<file path="config.mk">
export PLATFORM = sky130hd
export DESIGN_NAME = gray_palette_fog_fader_unit_flat
export DESIGN_NICKNAME = d
export VERILOG_FILES = /design/src/gpff_pkg.sv /design/src/gpff_cmd_if.sv /design/src/gpff_rsp_if.sv /design/src/gpff_ram.sv /design/src/gpff_gray_unit.sv /design/src/gray_palette_fog_fader_unit.sv /design/src/flat_wrapper.sv
export SDC_FILE = /design/constraint.sdc
export NUM_CORES = 2
export LEC_CHECK = 0
export BUFFER_PORTS_ARGS = -buffer_cell sky130_fd_sc_hd__buf_2
export CORE_MARGIN = 2
export CORE_UTILIZATION = 25
export CTS_BUF_LIST = sky130_fd_sc_hd__clkbuf_8
export DETAILED_ROUTE_END_ITERATION = 7
export REMOVE_ABC_BUFFERS = 1
export SLEW_MARGIN = 25
export SYNTH_ARGS = -nofsm -noshare
export SYNTH_HDL_FRONTEND = slang
export SYNTH_HIERARCHICAL = 1
export SYNTH_SLANG_ARGS = --single-unit
</file>
<file path="constraint.sdc">
create_clock -name clk -period 13.2 [get_ports clk]
set_input_delay 0.66 -clock clk [delete_from_list [all_inputs] [get_ports clk]]
set_output_delay 0.66 -clock clk [all_outputs]
set_load 0.05 [all_outputs]
</file>
<file path="src/gpff_pkg.sv">
`default_nettype none
// ----------------------------------------------------------------------------
// gpff_pkg
// Shared types and constants for the gray palette fog fader: opcodes,
// register indexes, state encodings and the palette index wrap table.
// ----------------------------------------------------------------------------
package gpff_pkg;

    // Palette depth and index width
    localparam int ENTRIES = 256;
    localparam int IDX_W   = $clog2(ENTRIES);

    // Field widths
    localparam int COLOR_W  = 8;
    localparam int LEVEL_W  = 8;
    localparam int OFFSET_W = 10;
    localparam int STEP_W   = 8;
    localparam int LIMIT_W  = 9;
    localparam int OPCODE_W = 2;

    // Configuration port
    localparam int APB_ADDR_W = 4;
    localparam int APB_DATA_W = 32;

    // Tick arithmetic runs one bit wider than the offset
    localparam int SUM_W = OFFSET_W + 1;
    localparam logic signed [SUM_W-1:0] LEVEL_MAX = SUM_W'(255);

    // Reset values of the configuration registers
    localparam logic [STEP_W-1:0]         FOG_STEP_RST = STEP_W'(4);
    localparam logic signed [LIMIT_W-1:0] UPPER_RST    = LIMIT_W'(64);
    localparam logic signed [LIMIT_W-1:0] LOWER_RST    = -LIMIT_W'(64);

    // Gray conversion: squares, their sum, divide by three, root
    localparam int SQ_W   = 2 * COLOR_W;
    localparam int SSUM_W = SQ_W + 2;
    localparam int DIV3_SHIFT = 19;
    localparam logic [SSUM_W-1:0] RECIP3 = SSUM_W'(((1 << DIV3_SHIFT) + 2) / 3);
    localparam int ROOT_W = LEVEL_W;
    localparam int BIT_W  = $clog2(ROOT_W);

    typedef enum logic [OPCODE_W-1:0] {
        OP_LOAD = 2'd0,
        OP_TICK = 2'd1,
        OP_READ = 2'd2
    } opcode_t;

    typedef enum logic [1:0] {
        REG_FOG_STEP    = 2'd0,
        REG_UPPER_LIMIT = 2'd1,
        REG_LOWER_LIMIT = 2'd2
    } reg_index_t;

    typedef enum logic [2:0] {
        FS_IDLE,
        FS_LOAD,
        FS_TICK,
        FS_READ,
        FS_EMIT
    } fader_state_t;

    typedef enum logic [2:0] {
        GS_IDLE,
        GS_SQUARE,
        GS_SUM,
        GS_DIV,
        GS_ROOT,
        GS_DONE
    } gray_state_t;

    typedef struct packed {
        logic               done;
        logic [LEVEL_W-1:0] level;
    } gray_result_t;

    // Entry index wrap, worked out at elaboration
    typedef logic [IDX_W-1:0] idx_table_t [256];

    function automatic idx_table_t build_idx_table();
        idx_table_t t;
        for (int i = 0; i < 256; i++)
        begin
            t[i] = IDX_W'(i % ENTRIES);
        end
        return t;
    endfunction

    localparam idx_table_t IDX_TABLE = build_idx_table();

endpackage
`default_nettype wire

</file>
<file path="src/gpff_cmd_if.sv">
`default_nettype none
// ----------------------------------------------------------------------------
// gpff_cmd_if
// Command channel: opcode, palette index and the colour of a load.
// ----------------------------------------------------------------------------
interface gpff_cmd_if;
    logic                             valid;
    logic                             ready;
    logic [gpff_pkg::OPCODE_W-1:0]    opcode;
    logic [7:0]                       entry_index;
    logic [gpff_pkg::COLOR_W-1:0]     red_in;
    logic [gpff_pkg::COLOR_W-1:0]     green_in;
    logic [gpff_pkg::COLOR_W-1:0]     blue_in;

    modport source (
        output valid, opcode, entry_index, red_in, green_in, blue_in,
        input  ready
    );

    modport sink (
        input  valid, opcode, entry_index, red_in, green_in, blue_in,
        output ready
    );
endinterface
`default_nettype wire

</file>
<file path="src/gpff_rsp_if.sv">
`default_nettype none
// ----------------------------------------------------------------------------
// gpff_rsp_if
// Response channel: gray level and the brightness offset after the item.
// ----------------------------------------------------------------------------
interface gpff_rsp_if;
    logic                                valid;
    logic                                ready;
    logic [gpff_pkg::LEVEL_W-1:0]        level_out;
    logic signed [gpff_pkg::OFFSET_W-1:0] offset_out;

    modport source (
        output valid, level_out, offset_out,
        input  ready
    );

    modport sink (
        input  valid, level_out, offset_out,
        output ready
    );
endinterface
`default_nettype wire

</file>
<file path="src/gpff_ram.sv">
`default_nettype none
// ----------------------------------------------------------------------------
// gpff_ram
// Generic simple dual-port RAM, one write and one registered read port.
// ----------------------------------------------------------------------------
module gpff_ram #(
    parameter int WIDTH = 8,
    parameter int DEPTH = 256
) (
    input  wire logic                     clk,
    input  wire logic                     we,
    input  wire logic [$clog2(DEPTH)-1:0] wr_addr,
    input  wire logic [WIDTH-1:0]         wr_data,
    input  wire logic                     re,
    input  wire logic [$clog2(DEPTH)-1:0] rd_addr,
    output logic      [WIDTH-1:0]         rd_data
);

    logic [WIDTH-1:0] mem [DEPTH];

    always_ff @(posedge clk)
    begin
        if (we)
        begin
            mem[wr_addr] <= wr_data;
        end
        if (re)
        begin
            rd_data <= mem[rd_addr];
        end
    end

endmodule
`default_nettype wire

</file>
<file path="src/gpff_gray_unit.sv">
`default_nettype none
// ----------------------------------------------------------------------------
// gpff_gray_unit
// Multi-cycle RGB to gray conversion: floor(sqrt(floor((r*r+g*g+b*b)/3))).
// Squares, sum, reciprocal multiply, then one root bit per cycle.
// ----------------------------------------------------------------------------
module gpff_gray_unit (
    input  wire logic                           clk,
    input  wire logic                           rst_n,
    input  wire logic                           start,
    input  wire logic [gpff_pkg::COLOR_W-1:0]   red,
    input  wire logic [gpff_pkg::COLOR_W-1:0]   green,
    input  wire logic [gpff_pkg::COLOR_W-1:0]   blue,
    output gpff_pkg::gray_result_t              result
);

    localparam int PROD_W = 2 * gpff_pkg::SSUM_W;
    localparam int QUOT_W = gpff_pkg::SQ_W;

    gpff_pkg::gray_state_t state_reg, state_next;

    logic [gpff_pkg::COLOR_W-1:0] red_reg, green_reg, blue_reg;
    logic [gpff_pkg::SQ_W-1:0]    sq_r_reg, sq_g_reg, sq_b_reg;
    logic [gpff_pkg::SSUM_W-1:0]  sum_reg;
    logic [QUOT_W-1:0]            quot_reg;
    logic [gpff_pkg::ROOT_W-1:0]  root_reg;
    logic [gpff_pkg::BIT_W-1:0]   bit_reg;

    logic [PROD_W-1:0]            prod;
    logic [gpff_pkg::ROOT_W-1:0]  trial;
    logic [QUOT_W-1:0]            trial_sq;

    assign prod     = PROD_W'(sum_reg) * PROD_W'(gpff_pkg::RECIP3);
    assign trial    = root_reg | (gpff_pkg::ROOT_W'(1) << bit_reg);
    assign trial_sq = QUOT_W'(trial) * QUOT_W'(trial);

    // Next state
    always_comb
    begin
        state_next = state_reg;
        unique case (state_reg)
            gpff_pkg::GS_IDLE:
            begin
                if (start)
                begin
                    state_next = gpff_pkg::GS_SQUARE;
                end
            end
            gpff_pkg::GS_SQUARE: state_next = gpff_pkg::GS_SUM;
            gpff_pkg::GS_SUM:    state_next = gpff_pkg::GS_DIV;
            gpff_pkg::GS_DIV:    state_next = gpff_pkg::GS_ROOT;
            gpff_pkg::GS_ROOT:
            begin
                if (bit_reg == '0)
                begin
                    state_next = gpff_pkg::GS_DONE;
                end
            end
            gpff_pkg::GS_DONE:   state_next = gpff_pkg::GS_IDLE;
            default:             state_next = gpff_pkg::GS_IDLE;
        endcase
    end

    // Outputs
    always_comb
    begin
        result.done  = (state_reg == gpff_pkg::GS_DONE);
        result.level = root_reg;
    end

    always_ff @(posedge clk or negedge rst_n)
    begin
        if (!rst_n)
        begin
            state_reg <= gpff_pkg::GS_IDLE;
        end
        else
        begin
            state_reg <= state_next;
        end
    end

    always_ff @(posedge clk)
    begin
        unique case (state_reg)
            gpff_pkg::GS_IDLE:
            begin
                red_reg   <= red;
                green_reg <= green;
                blue_reg  <= blue;
            end
            gpff_pkg::GS_SQUARE:
            begin
                sq_r_reg <= gpff_pkg::SQ_W'(red_reg)   * gpff_pkg::SQ_W'(red_reg);
                sq_g_reg <= gpff_pkg::SQ_W'(green_reg) * gpff_pkg::SQ_W'(green_reg);
                sq_b_reg <= gpff_pkg::SQ_W'(blue_reg)  * gpff_pkg::SQ_W'(blue_reg);
            end
            gpff_pkg::GS_SUM:
            begin
                sum_reg <= gpff_pkg::SSUM_W'(sq_r_reg) + gpff_pkg::SSUM_W'(sq_g_reg)
                         + gpff_pkg::SSUM_W'(sq_b_reg);
            end
            gpff_pkg::GS_DIV:
            begin
                // Exact floor divide by three for every sum below 2^19
                quot_reg <= prod[gpff_pkg::DIV3_SHIFT +: QUOT_W];
                root_reg <= '0;
                bit_reg  <= gpff_pkg::BIT_W'(gpff_pkg::ROOT_W - 1);
            end
            gpff_pkg::GS_ROOT:
            begin
                // Keep the trial bit when its square still fits
                if (trial_sq <= quot_reg)
                begin
                    root_reg <= trial;
                end
                bit_reg <= bit_reg - gpff_pkg::BIT_W'(1);
            end
            default:
            begin
            end
        endcase
    end

endmodule
`default_nettype wire

</file>
<file path="src/gray_palette_fog_fader_unit.sv">
`default_nettype none
// ----------------------------------------------------------------------------
// gray_palette_fog_fader_unit
// Gray palette with a bouncing brightness offset, top level.
// ----------------------------------------------------------------------------
// Commands arrive on cmd as valid/ready transactions: load stores the gray
// level of an RGB colour in a palette entry, tick moves the brightness offset
// by fog_step and bounces it between the two limits, read returns the stored
// gray plus the offset, saturated to 0..255. Each command yields exactly one
// response transaction on rsp carrying the level and the offset after it.
// Registers fog_step, offset_upper_limit and offset_lower_limit are written
// through the APB port at byte addresses 0, 4 and 8.
// One command is in flight at a time. A load waits for the eight-step root
// unit before the next accept. Tick and read step through their own state to
// emit; a read takes the entry from the registered read of the palette RAM.
// The response sits in an output register: when rsp stalls, the block holds
// the finished result and waits before loading the next one.
// Reset clears the offset to zero, turns the direction downward and loads
// the register defaults; palette entries are undefined until loaded.
// ----------------------------------------------------------------------------
module gray_palette_fog_fader_unit (
    input  wire logic                             clk,
    input  wire logic                             rst_n,
    gpff_cmd_if.sink                              cmd,
    gpff_rsp_if.source                            rsp,
    input  wire logic                             psel,
    input  wire logic                             penable,
    input  wire logic                             pwrite,
    input  wire logic [gpff_pkg::APB_ADDR_W-1:0]  paddr,
    input  wire logic [gpff_pkg::APB_DATA_W-1:0]  pwdata,
    output logic      [gpff_pkg::APB_DATA_W-1:0]  prdata,
    output logic                                  pready
);

    localparam int SW = gpff_pkg::SUM_W;

    gpff_pkg::fader_state_t state_reg, state_next;

    logic [gpff_pkg::STEP_W-1:0]          step_reg;
    logic signed [gpff_pkg::LIMIT_W-1:0]  upper_reg;
    logic signed [gpff_pkg::LIMIT_W-1:0]  lower_reg;

    logic signed [gpff_pkg::OFFSET_W-1:0] offset_reg, offset_next;
    logic                                 moving_down_reg, moving_down_next;
    logic [gpff_pkg::LEVEL_W-1:0]         level_reg, level_next;
    logic [gpff_pkg::IDX_W-1:0]           idx_reg;

    logic                                 rsp_valid_reg;
    logic [gpff_pkg::LEVEL_W-1:0]         rsp_level_reg;
    logic signed [gpff_pkg::OFFSET_W-1:0] rsp_offset_reg;

    logic                                 cmd_fire;
    logic                                 rsp_free;
    logic                                 rsp_load;
    logic                                 gray_start;
    logic                                 ram_we;
    logic [gpff_pkg::LEVEL_W-1:0]         ram_rdata;
    gpff_pkg::gray_result_t               gray;
    gpff_pkg::opcode_t                    opcode;
    logic                                 cfg_write;

    logic signed [SW-1:0]                 tick_sum;
    logic signed [SW-1:0]                 tick_clamped;
    logic                                 tick_down;
    logic signed [SW-1:0]                 read_sum;
    logic [gpff_pkg::LEVEL_W-1:0]         read_level;

    assign opcode   = gpff_pkg::opcode_t'(cmd.opcode);
    assign cmd_fire = cmd.valid && cmd.ready;
    assign rsp_free = !rsp_valid_reg || rsp.ready;

    // ------------------------------------------------------------------------
    // Palette store and gray converter
    // ------------------------------------------------------------------------
    gpff_ram #(
        .WIDTH (gpff_pkg::LEVEL_W),
        .DEPTH (gpff_pkg::ENTRIES)
    ) u_palette (
        .clk     (clk),
        .we      (ram_we),
        .wr_addr (idx_reg),
        .wr_data (gray.level),
        .re      (cmd_fire),
        .rd_addr (gpff_pkg::IDX_TABLE[cmd.entry_index]),
        .rd_data (ram_rdata)
    );

    gpff_gray_unit u_gray (
        .clk    (clk),
        .rst_n  (rst_n),
        .start  (gray_start),
        .red    (cmd.red_in),
        .green  (cmd.green_in),
        .blue   (cmd.blue_in),
        .result (gray)
    );

    // ------------------------------------------------------------------------
    // Tick and read arithmetic
    // ------------------------------------------------------------------------
    always_comb
    begin
        if (moving_down_reg)
        begin
            tick_sum = SW'(offset_reg) - $signed({3'b000, step_reg});
        end
        else
        begin
            tick_sum = SW'(offset_reg) + $signed({3'b000, step_reg});
        end
        tick_clamped = tick_sum;
        tick_down    = moving_down_reg;
        // Upper test first, lower test wins when the limits cross
        if (tick_clamped > SW'(upper_reg))
        begin
            tick_clamped = SW'(upper_reg);
            tick_down    = 1'b1;
        end
        if (tick_clamped < SW'(lower_reg))
        begin
            tick_clamped = SW'(lower_reg);
            tick_down    = 1'b0;
        end
    end

    always_comb
    begin
        read_sum = $signed({3'b000, ram_rdata}) + SW'(offset_reg);
        priority if (read_sum > gpff_pkg::LEVEL_MAX)
        begin
            read_level = gpff_pkg::LEVEL_W'(gpff_pkg::LEVEL_MAX);
        end
        else if (read_sum < 0)
        begin
            read_level = '0;
        end
        else
        begin
            read_level = read_sum[gpff_pkg::LEVEL_W-1:0];
        end
    end

    // ------------------------------------------------------------------------
    // Control: next state
    // ------------------------------------------------------------------------
    always_comb
    begin
        state_next = state_reg;
        unique case (state_reg)
            gpff_pkg::FS_IDLE:
            begin
                if (cmd_fire)
                begin
                    unique case (opcode)
                        gpff_pkg::OP_LOAD: state_next = gpff_pkg::FS_LOAD;
                        gpff_pkg::OP_TICK: state_next = gpff_pkg::FS_TICK;
                        gpff_pkg::OP_READ: state_next = gpff_pkg::FS_READ;
                        default:           state_next = gpff_pkg::FS_EMIT;
                    endcase
                end
            end
            gpff_pkg::FS_LOAD:
            begin
                if (gray.done)
                begin
                    state_next = gpff_pkg::FS_EMIT;
                end
            end
            gpff_pkg::FS_TICK: state_next = gpff_pkg::FS_EMIT;
            gpff_pkg::FS_READ: state_next = gpff_pkg::FS_EMIT;
            gpff_pkg::FS_EMIT:
            begin
                if (rsp_free)
                begin
                    state_next = gpff_pkg::FS_IDLE;
                end
            end
            default: state_next = gpff_pkg::FS_IDLE;
        endcase
    end

    // ------------------------------------------------------------------------
    // Control: outputs and datapath updates
    // ------------------------------------------------------------------------
    always_comb
    begin
        cmd.ready        = 1'b0;
        gray_start       = 1'b0;
        ram_we           = 1'b0;
        rsp_load         = 1'b0;
        level_next       = level_reg;
        offset_next      = offset_reg;
        moving_down_next = moving_down_reg;
        unique case (state_reg)
            gpff_pkg::FS_IDLE:
            begin
                cmd.ready  = 1'b1;
                gray_start = cmd_fire && (opcode == gpff_pkg::OP_LOAD);
                if (cmd_fire)
                begin
                    level_next = '0;
                end
            end
            gpff_pkg::FS_LOAD:
            begin
                if (gray.done)
                begin
                    ram_we     = 1'b1;
                    level_next = gray.level;
                end
            end
            gpff_pkg::FS_TICK:
            begin
                offset_next      = gpff_pkg::OFFSET_W'(tick_clamped);
                moving_down_next = tick_down;
            end
            gpff_pkg::FS_READ:
            begin
                level_next = read_level;
            end
            gpff_pkg::FS_EMIT:
            begin
                rsp_load = rsp_free;
            end
            default:
            begin
            end
        endcase
    end

    always_ff @(posedge clk or negedge rst_n)
    begin
        if (!rst_n)
        begin
            state_reg       <= gpff_pkg::FS_IDLE;
            offset_reg      <= '0;
            moving_down_reg <= 1'b1;
            rsp_valid_reg   <= 1'b0;
        end
        else
        begin
            state_reg       <= state_next;
            offset_reg      <= offset_next;
            moving_down_reg <= moving_down_next;
            if (rsp_load)
            begin
                rsp_valid_reg <= 1'b1;
            end
            else if (rsp.ready)
            begin
                rsp_valid_reg <= 1'b0;
            end
        end
    end

    always_ff @(posedge clk)
    begin
        level_reg <= level_next;
        if (cmd_fire)
        begin
            idx_reg <= gpff_pkg::IDX_TABLE[cmd.entry_index];
        end
        if (rsp_load)
        begin
            rsp_level_reg  <= level_reg;
            rsp_offset_reg <= offset_reg;
        end
    end

    assign rsp.valid      = rsp_valid_reg;
    assign rsp.level_out  = rsp_level_reg;
    assign rsp.offset_out = rsp_offset_reg;

    // ------------------------------------------------------------------------
    // Configuration registers
    // ------------------------------------------------------------------------
    assign pready    = 1'b1;
    assign cfg_write = psel && penable && pwrite && pready;

    always_ff @(posedge clk or negedge rst_n)
    begin
        if (!rst_n)
        begin
            step_reg  <= gpff_pkg::FOG_STEP_RST;
            upper_reg <= gpff_pkg::UPPER_RST;
            lower_reg <= gpff_pkg::LOWER_RST;
        end
        else if (cfg_write)
        begin
            unique case (gpff_pkg::reg_index_t'(paddr[3:2]))
                gpff_pkg::REG_FOG_STEP:    step_reg  <= pwdata[gpff_pkg::STEP_W-1:0];
                gpff_pkg::REG_UPPER_LIMIT: upper_reg <= pwdata[gpff_pkg::LIMIT_W-1:0];
                gpff_pkg::REG_LOWER_LIMIT: lower_reg <= pwdata[gpff_pkg::LIMIT_W-1:0];
                default:
                begin
                end
            endcase
        end
    end

    always_comb
    begin
        unique case (gpff_pkg::reg_index_t'(paddr[3:2]))
            gpff_pkg::REG_FOG_STEP:    prdata = gpff_pkg::APB_DATA_W'(step_reg);
            gpff_pkg::REG_UPPER_LIMIT: prdata = gpff_pkg::APB_DATA_W'(upper_reg);
            gpff_pkg::REG_LOWER_LIMIT: prdata = gpff_pkg::APB_DATA_W'(lower_reg);
            default:                   prdata = '0;
        endcase
    end

endmodule
`default_nettype wire

</file>
<file path="src/flat_wrapper.sv">
// flat-port wrapper written by rule: the top's interface ports become plain ports
module gray_palette_fog_fader_unit_flat 
  (clk, rst_n, psel, penable, pwrite, paddr, pwdata, prdata, pready, cmd_valid, cmd_opcode, cmd_entry_index, cmd_red_in, cmd_green_in, cmd_blue_in, cmd_ready, rsp_valid, rsp_level_out, rsp_offset_out, rsp_ready);
  gpff_cmd_if cmd_i ();
  gpff_rsp_if rsp_i ();
  input  wire logic clk;
  input  wire logic rst_n;
  input  wire logic psel;
  input  wire logic penable;
  input  wire logic pwrite;
  input  wire logic [gpff_pkg::APB_ADDR_W-1:0] paddr;
  input  wire logic [gpff_pkg::APB_DATA_W-1:0] pwdata;
  output logic      [gpff_pkg::APB_DATA_W-1:0] prdata;
  output logic pready;
  input wire logic [$bits(cmd_i.valid)-1:0] cmd_valid;
  input wire logic [$bits(cmd_i.opcode)-1:0] cmd_opcode;
  input wire logic [$bits(cmd_i.entry_index)-1:0] cmd_entry_index;
  input wire logic [$bits(cmd_i.red_in)-1:0] cmd_red_in;
  input wire logic [$bits(cmd_i.green_in)-1:0] cmd_green_in;
  input wire logic [$bits(cmd_i.blue_in)-1:0] cmd_blue_in;
  output wire logic [$bits(cmd_i.ready)-1:0] cmd_ready;
  output wire logic [$bits(rsp_i.valid)-1:0] rsp_valid;
  output wire logic [$bits(rsp_i.level_out)-1:0] rsp_level_out;
  output wire logic [$bits(rsp_i.offset_out)-1:0] rsp_offset_out;
  input wire logic [$bits(rsp_i.ready)-1:0] rsp_ready;
  assign cmd_i.valid = cmd_valid;
  assign cmd_i.opcode = cmd_opcode;
  assign cmd_i.entry_index = cmd_entry_index;
  assign cmd_i.red_in = cmd_red_in;
  assign cmd_i.green_in = cmd_green_in;
  assign cmd_i.blue_in = cmd_blue_in;
  assign cmd_ready = cmd_i.ready;
  assign rsp_valid = rsp_i.valid;
  assign rsp_level_out = rsp_i.level_out;
  assign rsp_offset_out = rsp_i.offset_out;
  assign rsp_i.ready = rsp_ready;
  gray_palette_fog_fader_unit u_core (.clk(clk), .rst_n(rst_n), .cmd(cmd_i), .rsp(rsp_i), .psel(psel), .penable(penable), .pwrite(pwrite), .paddr(paddr), .pwdata(pwdata), .prdata(prdata), .pready(pready));
endmodule
</file>
# Word level (Yosys, flattened, before mapping)
# Memory sizes are Yosys's and may differ from the RTL's. A register that Yosys moved wholly into a read port is not among the register bits.
# Index checks and enable logic that the tools add are counted.
[word_totals] register_bits=195 ramBits=2048 rom_bits=2048 in_bits=77 output_inout_bits=53 word_cells=120 mem_count=2
[memory_table] name="(name not given)" depth=256 word_bits=8 read_ports=1 rd_ports_with_merged_regs=0 write_ports=0 line="gray_palette_fog_fader_unit.sv:84" text=".rd_addr (gpff_pkg::IDX_TABLE[cmd.entry_index]),"
[memory_table] name="u_core.u_palette.mem" depth=256 word_bits=8 read_ports=1 rd_ports_with_merged_regs=1 write_ports=1 line="gpff_ram.sv:19" text="logic [WIDTH-1:0] mem [DEPTH];"
[op_classes] add_sub_neg=6 multipliers=5 n_lt_le_gt_ge=6 n_eq_ne=19 shifts=1 muxes=33 n_bitwise=2 reduce_logical=24
[ops] operator="32-bit case mux with 3 select lines" n=1
[ops] operator="8-bit by 8-bit multiplier with 16-bit output" n=4
[ops] operator="8-bit 2-to-1 mux" n=7
[ops] operator="18-bit by 18-bit multiplier with 35-bit output, second input constant" n=1
[ops] operator="8-bit case mux with 3 select lines" n=1
[ops] operator="11-bit 2-to-1 mux" n=2
[ops] operator="17-bit by 16-bit adder with 18-bit output" n=1
[ops] operator="16-bit by 16-bit adder with 17-bit output" n=1
[ops] operator="16-bit <= comparator" n=1
[ops] operator="8-bit case mux with 2 select lines" n=1
[ops] operator="3-bit 2-to-1 mux" n=5
[ops] operator="3-bit case mux with 5 select lines" n=1
[ops] operator="3-bit by 2-bit equality test with 1-bit output, second input constant" n=4
[ops] operator="3-bit case mux with 4 select lines" n=1
[ops] operator="2-bit AND reduction" n=6
[ops] operator="10-bit by 9-bit adder with 11-bit output" n=1
[ops] operator="9-bit by 10-bit adder with 11-bit output" n=1
[ops] operator="11-bit by 9-bit > comparator with 1-bit output" n=1
[ops] operator="11-bit by 9-bit > comparator with 1-bit output, second input constant" n=1
[ops] operator="11-bit by 1-bit < comparator with 1-bit output, second input constant" n=1
[ops] operator="11-bit by 9-bit < comparator with 1-bit output" n=1
[ops] operator="1-bit 2-to-1 mux" n=11
[ops] operator="10-bit by 9-bit subtractor with 11-bit output" n=1
[ops] operator="10-bit 2-to-1 mux" n=1
[ops] operator="22 further kinds" n=40

# Depth between registers and ports, before layout
[depth] ltp_word=7 ltp_mapped=31 ltp_nobuf=29

# Hierarchy
# The synthesis kept the hierarchy.
[modules_own_cells] mod="gpff_ram" instances=1 cells_per_inst=3733 area_each_um2=79636.4 seq_area_each_um2=61739.2
[modules_own_cells] mod="gpff_gray_unit" instances=1 cells_per_inst=1656 area_each_um2=17018.8 seq_area_each_um2=3498.4
[modules_own_cells] mod="gray_palette_fog_fader_unit" instances=1 cells_per_inst=483 area_each_um2=4926.0 seq_area_each_um2=2054.5

# Least setup slack after synthesis
# Ideal clock, no wire load.
[synth_path] kind="register to register" from="register u_core/u_gray/root_reg[0] (netlist name)" to="register u_core/u_gray/root_reg[0] (netlist name) (enable)" setup_time_ps=334 arrival_ps=9062 required_ps=12866 setup_slack_ps=3803 path_stages_with_launch=24 path_buffers=0 synth_period_minus_slack_ps=9397 cell_sequence="edfxtp_1 > nor2_1 > or2_2 > fa_1 > inv_1 > fa_1 > ha_1 > inv_1 > fa_1 > inv_1 > ha_1 > nor2b_1 > o21a_1 > o21ai_0 > nand2b_1 > a31o_2 > a41o_1 > o41a_1 > xor2_1 > ha_1 > a211oi_1 > nand2_1 > a21oi_1 > o31a_1"
[synth_between] elab_chain_len=5
[synth_lines] element="start, declared" line="gpff_gray_unit.sv:26" text="logic [gpff_pkg::ROOT_W-1:0] root_reg;"
[synth_lines] element="start signal, assigned" line="gpff_gray_unit.sv:115" text="root_reg <= trial;"
[synth_lines] element="8-bit bitwise OR" line="gpff_gray_unit.sv:34" text="assign trial = root_reg | (gpff_pkg::ROOT_W'(1) << bit_reg);"
[synth_lines] element="8-bit by 8-bit multiplier with 16-bit output" line="gpff_gray_unit.sv:35" text="assign trial_sq = QUOT_W'(trial) * QUOT_W'(trial);"
[synth_lines] element="16-bit <= comparator" line="gpff_gray_unit.sv:113" text="if (trial_sq <= quot_reg)"
[synth_lines] element="2-bit inequality test (no source line)"
[synth_lines] element="2-bit AND reduction (no source line)"
# No other way between the ends.
# A chain may end at the register's enable or synchronous reset.

# Worst setup path in the final report
[layout_path] from="register u_core/u_gray/root_reg[2] (netlist name)" to="register u_core/u_gray/root_reg[0] (netlist name) (enable)"
# Same word-level chain as after synthesis.

==> impl_metrics.ini <==
[run_status]
status = finished, final reports clean

[global_routing]
grt_overflow_total = 0
grt_pass1_vias = 55500
grt_max_degree = 220
grt_pass1_wl_um = 360000
track_usage_pct = 11.5
antenna_found_initial = 11

[drt]
avgRoutedWirePerCell_um = 20.5
drt_iter0_drc = 5147
vias = 53700
ant_nets = 0
drc = 0
viasPerCell = 4.53
drtPass1Iterations = 8
wl_um = 243000

[sta]
hold_slack_ps = 187
slew_headroom_pct = 24.5
period_share_pct = 54.4
rsz0062_at_grt = false
tightest_slew_ps = 1130
fin_crit_ps = 7180
fmax_mhz = 139
fin_skew_ps = 112
final-setup-viol-count = 0
finalMaxSlewViolations = 0
final_hold_viol_count = 0

[clocking]
clk_pin_slew_ps = 60
clk_latency_ps = 990
root_buffer = clkbuf_8
clockBufferDepth = 4
post-cts-setup-buffer-count = 0
hold_buffers = 36
numCtsBuffers = 342
cts_tree = built
cts.sinks = 2248
htreeDepth = 5
cts_resized = 0

[logic_synthesis]
synth.cell_area_mm2 = 0.102
syn_inst = 5872
synth_top_area_share_pct = 65.2
yosys-top-cells-count = edfxtp_1 (2204), mux4_2 (454), inv_1 (405)
yosysWarnings = 6
synth_area_leaders = edfxtp_1 (65%), mux4_2 (10%), ha_1 (4.5%)
synth_top_area_cell = edfxtp_1
ys_ff_latch = 2248
synth.most_common_cell = edfxtp_1
ys_types = 91
synth-seq-area-share_pct = 66.2
ys.flop_type = edfxtp_1
synth_edf_count = 2204
avgSynthCellArea_um2 = 17.3
ys_async_sr_fraction_pct = 1.96

[floorplanning]
core_mm2 = 0.406
initial_core_util_pct = 25.1
die_h_um = 641
ios = 130
dieWidth_um = 641
die_area_mm2 = 0.411
fp-row-count = 234

[critical_path]
crit_path_max_fanout = 168
crit_family = adder cells
path_class = flop to flop
crit_path_max_incr_delay_ps = 550
path_buf_inv = 4
critical_path.most_common_cell = fa_1
worst_setup_path_end_kind = flop
cp-start-kind = flop
path_cells = buf_12 -> a21oi_1 -> or2_2 -> fa_1 -> inv_1 -> fa_1 -> fa_1 -> inv_1 -> fa_1 -> inv_1 -> ha_1 -> a21o_1 -> a31o_2 -> a41o_1 -> o41a_1 -> xor2_1 -> ha_1 -> a211oi_1 -> nand2_1 -> a21oi_1 -> o31a_1
r2r-start = u_core/u_gray/root_reg[2]
startpoint = u_core/u_gray/root_reg[2]
crit_required_ps = 13760
critical-path-slowest-cell = fa_1
arrival_ps = 7740

[place]
place_area_mm2 = 0.108
gp_congestion = 0.824
io_buffers = 103
dpl.hpwl_um = 152000

[run]
cap_violations = 0

[finish]
final.fill_count = 40100
largest_register_ffs = 2048
drive_gt1_share_pct = 18.2
final_cell_area_mm2 = 0.115
nets = 6810
area_growth_pct = 13.1

[min_path]
hold_path_startpoint = cmd_opcode[1]
hp-class = primary input to flop
[layout by cell type (no fill, tap or decap), drive strengths merged, types with 65 or more instances in the layout]
cell | Yosys | final
edfxtp | 2204 | 2204
inv | 405 | 489
mux4 | 456 | 456
nor2 | 399 | 399
ha | 364 | 364
clkbuf | 135 | 351
fa | 213 | 213
buf | 151 | 189
a21oi | 188 | 188
nand2 | 152 | 152
mux2i | 149 | 149
clkinv | 1 | 145
a22oi | 134 | 134
xnor2 | 103 | 103
o21ai | 84 | 84
nor2b | 65 | 65
[path summary, 6_finish.rpt]
kind	to	slack, ps	depth (start not counted)
setup / recovery	u_core/u_gray/root_reg[0]	6020	21
hold / removal	u_core/state_reg[1]	190	4
setup reg to reg	u_core/u_gray/root_reg[0]	6020	21
hold reg to reg	u_core/rsp.level_out[0]	360	0
max in group asynchronous	u_core/rsp.valid	12350	3
min in group asynchronous	u_core/offset_reg[6]	330	3
[logic make-up (layout without fill, tap and decap cells)]
logic type | after synthesis | count (layout) | synth area share (%)
DFF | 2248 | 2248 | 66.2
and+or+nand+nor | 907 | 907 | 4.16
buffers and inverters | 692 | 1235 | 3.24
AOI/OAI and AO/OA | 679 | 679 | 4.61
muxes | 633 | 633 | 11.9
adders and majority gates | 577 | 577 | 8.68
xor gates and xnor gates | 135 | 135 | 1.16
other | 1 | 6 | 0.00369
[metal layers]
layer	vias to the layer above	track usage [%]	wire length, um
met2	1940	19.1	117000
li1	23400	-	-
met1	27900	15.1	100000
met5	-	0	13
met4	2	3.80	7340
met3	422	2.09	18200
[worst min-delay path, delay by kind of cell]
| kind | cells | cell delay [ps] |
|---|---|---|
| buffers and inverters | 2 | 180 |
| AND/OR/NAND/NOR | 1 | 130 |
| adder cells (fa/ha/maj) | 1 | 110 |
[final cells by class]
class | count | area (um2) | area share, %
Sequential cell | 2248 | 67300 | 58.6
Multi-Input combinational cell | 2932 | 31100 | 27.1
Tap cell | 5428 | 6790 | 5.91
Clock buffer | 350 | 4820 | 4.19
Timing Repair Buffer | 226 | 1810 | 1.58
Clock inverter | 253 | 1540 | 1.34
Inverter | 406 | 1520 | 1.33
Antenna cell | 5 | 12.5 | 0.0109
[per-stage QoR]
step                std cells  util [%]  TNS [ps]  setup slack, ps
finish                  11800      28.3         0             6020
global route            11800      28.3         0             5570
CTS                     11800      28.3         0             5800
detailed placement      11200      26.6         0             5860
global placement        11200      26.6         0             5890
floorplan                5586         -   -303410           -12640
Power is not shown: default switching activity piles up to over one toggle a cycle in this logic, so the estimate is an artifact.
